--- src/rtl/wrrm_pkg.sv ---
package wrrm_pkg;

    localparam int FIELD_W = 16;
    localparam int OPCODE_W = 2;
    localparam logic [FIELD_W-1:0] RING_SIZE_RESET = 16'hFFFF;

    typedef enum logic [OPCODE_W-1:0] {
        OP_RESERVE     = 2'd0,
        OP_COMMIT      = 2'd1,
        OP_RELEASE     = 2'd2,
        OP_FAST_COMMIT = 2'd3
    } t_opcode;

    typedef enum logic [1:0] {
        ST_IDLE,
        ST_EXEC,
        ST_FLAG,
        ST_DONE
    } t_state;

    typedef struct packed {
        logic load;
        logic exec;
        logic flag;
    } t_ctrl_cmd;

    typedef struct packed {
        logic need_flag;
    } t_ctrl_status;

endpackage

--- src/rtl/wrrm_ctrl.sv ---
module wrrm_ctrl
    import wrrm_pkg::*;
(
    input  logic         i_clk,
    input  logic         i_rst_n,
    input  logic         i_in_valid,
    input  logic         i_out_ready,
    input  t_ctrl_status i_status,
    output t_ctrl_cmd    o_cmd,
    output logic         o_in_ready,
    output logic         o_out_valid
);

    t_state r_state;
    t_state n_state;

    always_ff @(posedge i_clk) begin
        if (!i_rst_n) begin
            r_state <= ST_IDLE;
        end else begin
            r_state <= n_state;
        end
    end

    always_comb begin
        n_state = r_state;
        unique case (r_state)
            ST_IDLE: begin
                if (i_in_valid) begin
                    n_state = ST_EXEC;
                end
            end
            ST_EXEC: begin
                n_state = i_status.need_flag ? ST_FLAG : ST_DONE;
            end
            ST_FLAG: begin
                n_state = ST_DONE;
            end
            ST_DONE: begin
                if (i_out_ready) begin
                    n_state = ST_IDLE;
                end
            end
            default: begin
                n_state = ST_IDLE;
            end
        endcase
    end

    always_comb begin
        o_cmd       = '0;
        o_in_ready  = 1'b0;
        o_out_valid = 1'b0;
        unique case (r_state)
            ST_IDLE: begin
                o_in_ready = 1'b1;
                o_cmd.load = i_in_valid;
            end
            ST_EXEC: begin
                o_cmd.exec = 1'b1;
            end
            ST_FLAG: begin
                o_cmd.flag = 1'b1;
            end
            ST_DONE: begin
                o_out_valid = 1'b1;
            end
            default: begin
                o_in_ready = 1'b0;
            end
        endcase
    end

endmodule

--- src/rtl/wrrm_datapath.sv ---
module wrrm_datapath
    import wrrm_pkg::*;
#(
    parameter int OFFSET_BITS = 16
) (
    input  logic                i_clk,
    input  logic                i_rst_n,
    input  t_ctrl_cmd           i_cmd,
    output t_ctrl_status        o_status,
    input  logic                i_cfg_we,
    input  logic [FIELD_W-1:0]  i_cfg_wdata,
    input  logic [OPCODE_W-1:0] i_opcode,
    input  logic [FIELD_W-1:0]  i_request_length,
    output logic                o_granted,
    output logic [FIELD_W-1:0]  o_grant_offset,
    output logic [FIELD_W-1:0]  o_head_position,
    output logic [FIELD_W-1:0]  o_tail_position,
    output logic                o_nonempty_flag,
    output logic                o_half_full_flag
);

    localparam int AW = ((OFFSET_BITS > FIELD_W) ? OFFSET_BITS : FIELD_W) + 2;

    logic [FIELD_W-1:0]     r_ring;
    t_opcode                r_op;
    logic [FIELD_W-1:0]     r_len;
    logic [OFFSET_BITS-1:0] r_head, n_head;
    logic [OFFSET_BITS-1:0] r_tail, n_tail;
    logic [OFFSET_BITS-1:0] r_end, n_end;
    logic [OFFSET_BITS-1:0] r_pend, n_pend;
    logic                   r_wrapped, n_wrapped;
    logic                   r_holds, n_holds;
    logic                   r_over, n_over;
    logic                   r_granted, n_granted;
    logic [OFFSET_BITS-1:0] r_goff, n_goff;

    logic [AW-1:0]          head_x, tail_x, end_x, len_x, ring_x;
    logic [OFFSET_BITS-1:0] len_w;
    logic [OFFSET_BITS-1:0] tail_sum;
    logic [OFFSET_BITS-1:0] head_base, end_base;
    logic signed [AW:0]     occ;
    logic signed [AW:0]     half;

    assign head_x = AW'(r_head);
    assign tail_x = AW'(r_tail);
    assign end_x  = AW'(r_end);
    assign len_x  = AW'(r_len);
    assign ring_x = AW'(r_ring);
    assign len_w  = OFFSET_BITS'(r_len);

    assign tail_sum  = r_tail + len_w;
    assign head_base = (r_op == OP_COMMIT && !r_holds) ? r_tail : r_head;
    assign end_base  = (r_op == OP_COMMIT && !r_holds) ? r_tail : r_end;

    assign o_status.need_flag = (r_op == OP_COMMIT) || (r_op == OP_RELEASE);

    always_comb begin
        n_head    = r_head;
        n_tail    = r_tail;
        n_end     = r_end;
        n_pend    = r_pend;
        n_wrapped = r_wrapped;
        n_holds   = r_holds;
        n_granted = 1'b0;
        n_goff    = '0;
        unique case (r_op)
            OP_RESERVE: begin
                n_pend = len_w;
                if (ring_x >= tail_x + len_x) begin
                    if (r_wrapped && (tail_x + len_x > head_x)) begin
                        n_pend = '0;
                    end else begin
                        n_granted = 1'b1;
                        n_goff    = r_tail;
                    end
                end else begin
                    n_tail    = '0;
                    n_wrapped = 1'b1;
                    if (r_holds && (len_x > head_x)) begin
                        n_pend = '0;
                    end else begin
                        n_granted = 1'b1;
                    end
                end
            end
            OP_COMMIT, OP_FAST_COMMIT: begin
                n_head  = head_base;
                n_tail  = tail_sum;
                n_end   = (end_base < tail_sum) ? tail_sum : end_base;
                n_holds = 1'b1;
                n_pend  = '0;
            end
            OP_RELEASE: begin
                if (head_x + len_x >= end_x) begin
                    if (r_pend != '0) begin
                        n_head  = r_tail;
                        n_end   = r_tail;
                        n_holds = 1'b0;
                    end else begin
                        n_head = '0;
                        if (r_tail == r_end) begin
                            n_tail = '0;
                            n_end  = '0;
                            n_holds = 1'b0;
                        end else begin
                            n_end = r_tail;
                            if (r_tail == '0) begin
                                n_holds = 1'b0;
                            end
                        end
                    end
                    n_wrapped = 1'b0;
                end else begin
                    n_head = r_head + len_w;
                end
            end
            default: begin
                n_pend = r_pend;
            end
        endcase
    end

    always_comb begin
        if (tail_x >= head_x) begin
            occ = $signed({1'b0, tail_x}) - $signed({1'b0, head_x});
        end else begin
            occ = $signed({1'b0, end_x}) - $signed({1'b0, head_x}) + $signed({1'b0, tail_x});
        end
        half   = $signed({1'b0, (ring_x >> 1)});
        n_over = occ > half;
    end

    always_ff @(posedge i_clk) begin
        if (!i_rst_n) begin
            r_ring    <= RING_SIZE_RESET;
            r_head    <= '0;
            r_tail    <= '0;
            r_end     <= '0;
            r_pend    <= '0;
            r_wrapped <= 1'b0;
            r_holds   <= 1'b0;
            r_over    <= 1'b0;
        end else begin
            if (i_cfg_we) begin
                r_ring <= i_cfg_wdata;
            end
            if (i_cmd.exec) begin
                r_head    <= n_head;
                r_tail    <= n_tail;
                r_end     <= n_end;
                r_pend    <= n_pend;
                r_wrapped <= n_wrapped;
                r_holds   <= n_holds;
            end
            if (i_cmd.flag) begin
                r_over <= n_over;
            end
        end
    end

    always_ff @(posedge i_clk) begin
        if (i_cmd.load) begin
            r_op  <= t_opcode'(i_opcode);
            r_len <= i_request_length;
        end
        if (i_cmd.exec) begin
            r_granted <= n_granted;
            r_goff    <= n_goff;
        end
    end

    assign o_granted        = r_granted;
    assign o_grant_offset   = FIELD_W'(r_goff);
    assign o_head_position  = FIELD_W'(r_head);
    assign o_tail_position  = FIELD_W'(r_tail);
    assign o_nonempty_flag  = r_holds;
    assign o_half_full_flag = r_over;

endmodule

--- src/rtl/wrapping_record_ring_manager_top.sv ---
// Channel   Handshake                      Payload
// in        i_in_valid / o_in_ready        i_opcode, i_request_length
// out       o_out_valid / i_out_ready      o_granted, o_grant_offset, o_head_position,
//                                          o_tail_position, o_nonempty_flag,
//                                          o_half_full_flag
// cfg       i_cfg_we                       i_cfg_wdata (ring size)
//
// Reserve and fast commit pass through EXEC to DONE; commit and release also pass through
// FLAG, the occupancy compare after the pointer update. One item is in flight; the next
// can be accepted the cycle after its result is taken. Synchronous active-low reset clears
// the head and tail positions and the nonempty and half-full flags, and sets ring size to
// 65535; the granted flag and grant offset are not reset.
// A stalled result holds on the output ports until i_out_ready.
module wrapping_record_ring_manager_top
    import wrrm_pkg::*;
#(
    parameter int OFFSET_BITS = 16
) (
    input  logic                i_clk,
    input  logic                i_rst_n,
    input  logic                i_cfg_we,
    input  logic [FIELD_W-1:0]  i_cfg_wdata,
    input  logic                i_in_valid,
    output logic                o_in_ready,
    input  logic [OPCODE_W-1:0] i_opcode,
    input  logic [FIELD_W-1:0]  i_request_length,
    output logic                o_out_valid,
    input  logic                i_out_ready,
    output logic                o_granted,
    output logic [FIELD_W-1:0]  o_grant_offset,
    output logic [FIELD_W-1:0]  o_head_position,
    output logic [FIELD_W-1:0]  o_tail_position,
    output logic                o_nonempty_flag,
    output logic                o_half_full_flag
);

    t_ctrl_cmd    cmd;
    t_ctrl_status status;

    wrrm_ctrl u_ctrl (
        .i_clk       (i_clk),
        .i_rst_n     (i_rst_n),
        .i_in_valid  (i_in_valid),
        .i_out_ready (i_out_ready),
        .i_status    (status),
        .o_cmd       (cmd),
        .o_in_ready  (o_in_ready),
        .o_out_valid (o_out_valid)
    );

    wrrm_datapath #(
        .OFFSET_BITS (OFFSET_BITS)
    ) u_datapath (
        .i_clk            (i_clk),
        .i_rst_n          (i_rst_n),
        .i_cmd            (cmd),
        .o_status         (status),
        .i_cfg_we         (i_cfg_we),
        .i_cfg_wdata      (i_cfg_wdata),
        .i_opcode         (i_opcode),
        .i_request_length (i_request_length),
        .o_granted        (o_granted),
        .o_grant_offset   (o_grant_offset),
        .o_head_position  (o_head_position),
        .o_tail_position  (o_tail_position),
        .o_nonempty_flag  (o_nonempty_flag),
        .o_half_full_flag (o_half_full_flag)
    );

endmodule

--- config.mk ---
export PLATFORM = sky130hd
export DESIGN_NAME = wrapping_record_ring_manager_top
export DESIGN_NICKNAME = d
export VERILOG_FILES = /design/src/rtl/wrrm_pkg.sv /design/src/rtl/wrrm_ctrl.sv /design/src/rtl/wrrm_datapath.sv /design/src/rtl/wrapping_record_ring_manager_top.sv
export SDC_FILE = /design/constraint.sdc
export NUM_CORES = 1
export LEC_CHECK = 0
export ABC_AREA = 0
export BUFFER_PORTS_ARGS = -buffer_cell sky130_fd_sc_hd__buf_4
export CAP_MARGIN = 10
export CORE_AREA = 4 4 144 146
export CTS_BUF_LIST = sky130_fd_sc_hd__clkbuf_8
export DETAILED_ROUTE_END_ITERATION = 7
export DIE_AREA = 0 0 148 150
export PLACE_DENSITY_LB_ADDON = 0.2
export REMOVE_ABC_BUFFERS = 1
export SLEW_MARGIN = 0
export SYNTH_ARGS = -nofsm -noshare
export SYNTH_HDL_FRONTEND = slang
export SYNTH_SLANG_ARGS = --single-unit
--- constraint.sdc ---
create_clock -name i_clk -period 5.3 [get_ports i_clk]
set_input_delay 0.265 -clock i_clk [delete_from_list [all_inputs] [get_ports i_clk]]
set_output_delay 0.265 -clock i_clk [all_outputs]
set_load 0.03 [all_outputs]
* After elaboration in Yosys (flattened, before gate mapping)
Index checks and enable logic that the tools add are counted.
** Word-level totals
- Output and inout port bits :: 53
- Word-level logic and storage cells :: 100
- Flip-flop bits (word level) :: 120
** Cells by class
- Magnitude comparators :: 7
- Add/subtract/negate cells :: 7
- Bitwise operators :: 2
- Mux-type cells :: 37
- Equal/unequal tests :: 13
- Reductions and logical operators :: 21
** Operators by type and width (count)
- $mux W16 :: 12
- $pmux W16 S2 :: 3
- $pmux W16 S3 :: 1
- $add A16 B16 Y17 :: 2
- $sub A16 B16 Y17 :: 2
- $add A16 B16 Y16 :: 2
- $add A19 B17 Y19 :: 1
- $gt A19 B16 Y1 :: 1
- $mux W19 :: 1
- $ge A16 B18 Y1 :: 1
- $ge A18 B16 Y1 :: 1
- $gt A18 B16 Y1 :: 1
- $eq A16 B16 Y1 :: 1
- $ge A16 B16 Y1 :: 1
- $gt A16 B16 Y1 :: 1
- $logic_not A16 Y1 :: 1
- $lt A16 B16 Y1 :: 1
- $reduce_bool A16 Y1 :: 1
- $mux W1 :: 15
- $reduce_and A3 Y1 :: 3
- $eq A2 B2 Y1 const B :: 4
- $ne A2 B2 Y1 const B :: 4
- $pmux W2 S4 :: 1
- $reduce_and A4 Y1 :: 2
- 14 further kinds :: 24

* Depth between registers and ports, before layout
- Depth in word-level cells :: 6
- Gate-level depth with buffers :: 26
- Depth with buffers taken out :: 26

* Cells and area by module
A second synthesis with hierarchy kept.
** Unflattened totals
- Cells, all modules :: 1308
- Area, all modules :: 11074.4 um^2
** By module, submodules not included
- wrrm_datapath :: area an instance 10906.7 um^2, sequential area each 2712.6 um^2, cells each 1289, instances 1
- wrrm_ctrl :: area an instance 167.7 um^2, sequential area each 40.0 um^2, cells each 19, instances 1

* Worst setup path before layout
Ideal clock, no wire load.
- Kind :: register -> register
- From :: reg u_datapath.r_head[1] (netlist: u_datapath.o_head_position[1])
- To :: reg u_datapath.r_over (netlist: u_datapath.o_half_full_flag)
- Path buffers :: 0
- Period minus slack after synthesis :: 5.303 ns
- Cell stages (with the launch flop) :: 26
- Library setup time :: 0.079 ns
- Arrival time :: 5.224 ns
- Path slack :: -0.003 ns
- Cells stage by stage :: dfxtp_1 inv_1 ha_1 nor2b_1 o21ai_0 a21boi_0 o21a_1 o211ai_1 o2111a_1 or2_2 xnor2_1 ha_1 a21o_1 a21oi_1 nor2b_1 a211oi_1 xor2_1 a21oi_1 ha_1 a41o_1 a21oi_1 o21ai_0 o21ai_0 a211o_1 a2111o_1 o211ai_1
** Between the ends
- Word-level cells in the longest chain between the ends :: 4
** RTL lines
- start, declared :: line wrrm_datapath.sv:27 : logic [OFFSET_BITS-1:0] r_head, n_head;
- start signal, assigned :: line wrrm_datapath.sv:148 : r_head <= n_head;
- $sub A16 B16 Y17 :: line wrrm_datapath.sv:127 : occ = $signed({1'b0, end_x}) - $signed({1'b0, head_x}) + $signed({1'b0, tail_x});
- $add A19 B17 Y19 :: line wrrm_datapath.sv:127
- $mux W19 (*) :: line wrrm_datapath.sv:124 : if (tail_x >= head_x) begin
- $gt A19 B16 Y1 (*) :: line wrrm_datapath.sv:130 : n_over = occ > half;
- end signal, assigned :: line wrrm_datapath.sv:156 : r_over <= n_over;
- end, declared :: line wrrm_datapath.sv:33 : logic r_over, n_over;
Every way passes the cells marked *; elsewhere a longest branch is shown, timed or not.
A chain may end at the register's enable or synchronous reset.

* Worst setup path after layout
- From :: reg u_datapath.r_end[0]
- To :: reg u_datapath.r_over (netlist: u_datapath.o_half_full_flag)
** Between the ends
- Word-level cells in the longest chain between the ends :: 4
** RTL lines
- start, declared :: line wrrm_datapath.sv:29 : logic [OFFSET_BITS-1:0] r_end, n_end;
- start signal, assigned :: line wrrm_datapath.sv:150 : r_end <= n_end;
- $sub A16 B16 Y17 :: line wrrm_datapath.sv:127
- $add A19 B17 Y19 :: line wrrm_datapath.sv:127
- $mux W19 :: line wrrm_datapath.sv:124
- $gt A19 B16 Y1 :: line wrrm_datapath.sv:130
Every way passes these cells.

==> results.md <==
* Max Cap Viol at 0
* Post-synth top area cell: ha_1
* R2R Setup Slk at a little under 0.2 ns
* Hold Vio Cnt, Final at 0
* Flops & latches, synth at 120
* Synth Warn # at 0
* Final wirelength at ~35,000 µm
* Synthesized area per cell at 8.60 µm²
* Crit path max-delay family: compound AO/OA/AOI/OAI gates
* Initial DRC count at between 900 and 1,000
* Wire per inst at around 20 µm
* Row cnt at 51
* CTS Buf Count at 17
* PnR worst setup slack at 0.197 ns
* Post-DP HPWL at between 20,000 and 30,000 µm
* Pwr dens at ~760 nW/µm²
* Top layer in use: met4
* Top FF cell, synth: dfxtp_1
* Main combinational cell family by area after synthesis: compound AO/OA/AOI/OAI gates
* Gpl congestion at 1.01
* Critical Path Start Type: flip-flop
* CTS tree: yes
* Setup crit end kind: flip-flop
* Detail Route Antenna Nets at 0
* Area growth syn-to-layout at 20.6%
* Clock tree buffer depth at 2
* Post-Syn Instances at ~1,300
* Slew Viols, Final at 0
* CP max FO at 5
* Total iterations of the first detailed-routing run at 6
* Ratio of cells with drive above 1 in the final layout at 19.0%
* Die Y at 150 µm
* Kind of critical path: reg2reg
* Clk_lat worst skew at 0.46 ns
* Worst Max-Slew Pin Slew at 0.931 ns
* Mux cell area share after synthesis at 1.68%
* H-Tree Depth at 4
* Post-synth EDFFs at 35
* Place WS at -0.222 ns
* Fillcell total at approximately 1,700
* Netlist Area Pre-Place at 11,000 µm²
* Critical Path RT at 5.67 ns
* Met1 WL at 14,900 µm
* DR vias at 10,600
* Initial core utilization at about 57%
* Setup violators final at 0
* Async set-reset flop share out of synthesis at 0%
* Number of global-route vias before repair at 9,832
* Metal2 WL at 16,100 µm
* IO Count at 92
* Cells taking the most area after synthesis: ha_1 (21%), dfxtp_1 (16%), edfxtp_1 (9.6%)
* Die width at approximately 150 µm
* Critical Path, Cell by Cell: inv_1 > ha_1 > fa_1 > nor2b_1 > o31a_1 > o311ai_2 > a31oi_1 > nor2_1 > xnor2_1 > ha_1 > and3_1 > nor2b_1 > a31oi_2 > nand2_1 > xor2_1 > nand2_1 > o21ai_0 > ha_1 > nand4_1 > o21ai_1 > o21ai_2 > a211o_1 > a2111o_1 > o211ai_1
* Xor/xnor share of the synthesized area at 5.75%
* CTS root buffer: clkbuf_8
* Status: finished, final reports clean
* Synth Area in Adders at 21.9%
* Top cell type's share of synthesized area at 21.0%
* First-pass GRT wire length at 52,700 µm
* Core Area at 19,400 µm²
* CTS Sinks at 120
* Clk pin slew, worst setup/hold paths at 0.08 ns
* Post-synthesis simple-gate area fraction at between 10% and 20%
* Met3 wire length at 2460 µm
* Nets at 1,679
* Largest net degree at the start of global routing at 57
* Number of diodes at 0
* DIE AREA at 22,200 µm²
* Post-synthesis compound-gate area fraction at between 20% and 30%
* Avg Vias per Cell at approximately 6.2
* Max transition margin at 37.9%
* Seq/Total Area, Yosys at 25.1%
* Fmax at 0.196 GHz
* Worst Path Buf+Inv at 1
* Top cell by count, worst path: ha_1
* IO Port Bufs at 91
* DR DRC count at 0
* GR Util All Layers at 30.2%
* Pleak at 0.00607 µW
* Final core utilization at around two thirds
* Worst path arrival time at 5.48 ns
* Tmin final at 5.10 ns
* Clk_skew at 0.0160 ns
* Max IR drop VDD at 425 µV
* Slowest cell on the critical path: fa_1
* Distinct cell type count after synthesis at 82
* Initial antenna violation count at 0
* Worst Hold Class: in2reg
* Final period util at 96.3%
* CP peak stage delay at 0.41 ns
* Gr ovfl total at 0
==> sequential cells by signal, summed over array words and instances, names as in the netlist <==
signal	count
u_datapath.len_w	16
u_datapath.o_grant_offset	16
u_datapath.o_head_position	16
u_datapath.o_tail_position	16
u_datapath.r_end	16
u_datapath.r_pend	16
u_datapath.r_ring	16
u_ctrl.r_state	2
u_datapath.r_op	2
u_datapath.o_granted	1
u_datapath.o_half_full_flag	1
u_datapath.o_nonempty_flag	1
u_datapath.r_wrapped	1
==> power breakdown <==
| group | internal [µW] | switching, µW |
|---|---|---|
| combinational | 3280 | 4500 |
| clock | 430 | 453 |
| sequential | 1190 | 197 |
==> through the flow <==
stage	setup TNS [ns]	cells	hold WS (ns)	instance area [µm²]	power [µW]
5_1_grt	-0.140	1729	0.0238	13200	10900
3_3_place_gp	-0.0622	1675	0.443	12500	8490
4_1_cts	-0.0743	1726	0.0113	13100	9610
6_report	0	1729	0.0219	13200	10100
3_5_place_dp	-2.61	1675	0.444	12500	8620
2_1_floorplan	-1.21	1236	0.327	10800	6550
==> layer usage <==
metal / vias to the layer above / global-route usage (%)
met5: - / 0
met4: 0 / 11.9
met3: 79 / 3.36
met2: 456 / 49.0
met1: 4998 / 41.4
li1: 5109 / -
==> placed cells by master (no fill, tap or decap), types with 11 or more instances in the layout <==
cell,instances
a22oi_1,25
dlygate4sd3_1,18
buf_4,175
o211ai_1,27
xnor2_1,33
and2_1,18
nand3_1,13
nand2_1,84
o21ai_0,96
o21a_1,21
nor2_1,73
nor3_1,16
dfxtp_1,82
edfxtp_1,35
a21oi_1,86
a31oi_1,22
nand4_1,20
xor2_1,38
nor4_1,18
ha_1,183
nand2b_1,13
clkbuf_8,17
a22o_1,22
mux2_2,11
a21o_1,32
inv_1,104
==> cells in the mapped netlist, drive strengths merged, types with 11 or more instances <==
| cell type | number |
|---|---|
| a21oi | 88 |
| nor2b | 11 |
| o21a | 21 |
| ha | 184 |
| mux2 | 11 |
| a21o | 32 |
| clkbuf | 30 |
| a22oi | 25 |
| inv | 103 |
| nor4 | 19 |
| a31oi | 24 |
| nand4 | 20 |
| nand2 | 84 |
| nor2 | 74 |
| a22o | 32 |
| edfxtp | 35 |
| o21ai | 103 |
| and2 | 18 |
| xnor2 | 34 |
| nand2b | 14 |
| dfxtp | 85 |
| nor3 | 16 |
| o211ai | 28 |
| a211oi | 15 |
| nand3 | 13 |
| xor2 | 38 |
==> worst paths after layout <==
check,cells past startpoint,end,from
setup / recovery,24,u_datapath.o_half_full_flag,u_datapath.r_end[0]
hold / removal,3,u_datapath.r_ring[4],i_cfg_wdata[4]
hold reg to reg,1,u_datapath.r_pend[1],u_datapath.r_pend[1]
setup reg to reg,24,u_datapath.o_half_full_flag,u_datapath.r_end[0]
==> cell type report <==
| cell class | instances | area (µm²) | share of cell area (%) |
|---|---|---|---|
| inverter | 103 | 387 | 2.92 |
| tap | 265 | 332 | 2.50 |
| multi-input combinational | 1013 | 7810 | 59.0 |
| clock inverter | 15 | 169 | 1.28 |
| sequential | 120 | 2760 | 20.8 |
| clock buffer | 17 | 234 | 1.77 |
| timing repair buffer | 196 | 1550 | 11.7 |
==> tightest hold or removal path, cell delays in order <==
cell	delay (ns)
buf_4	0.07
nand2_1	0.04
o211ai_1	0.06
==> cells by family after synthesis <==
logic type,Yosys count
buffers and inverters,143
and+or+nand+nor,297
AOI/OAI and AO/OA,438
muxes,17
adders and majority gates,189
DFF,120
xor gates and xnor gates,72
==> timing repair <==
item,4_1_cts,5_1_grt
hold endpoints to repair,18,0
endpoints found under the setup margin,17,52
pin swaps,1,14
hold buffers,18,0
gates resized for setup,4,37
setup buffers,1,3
(Power assumes the default switching activity.)
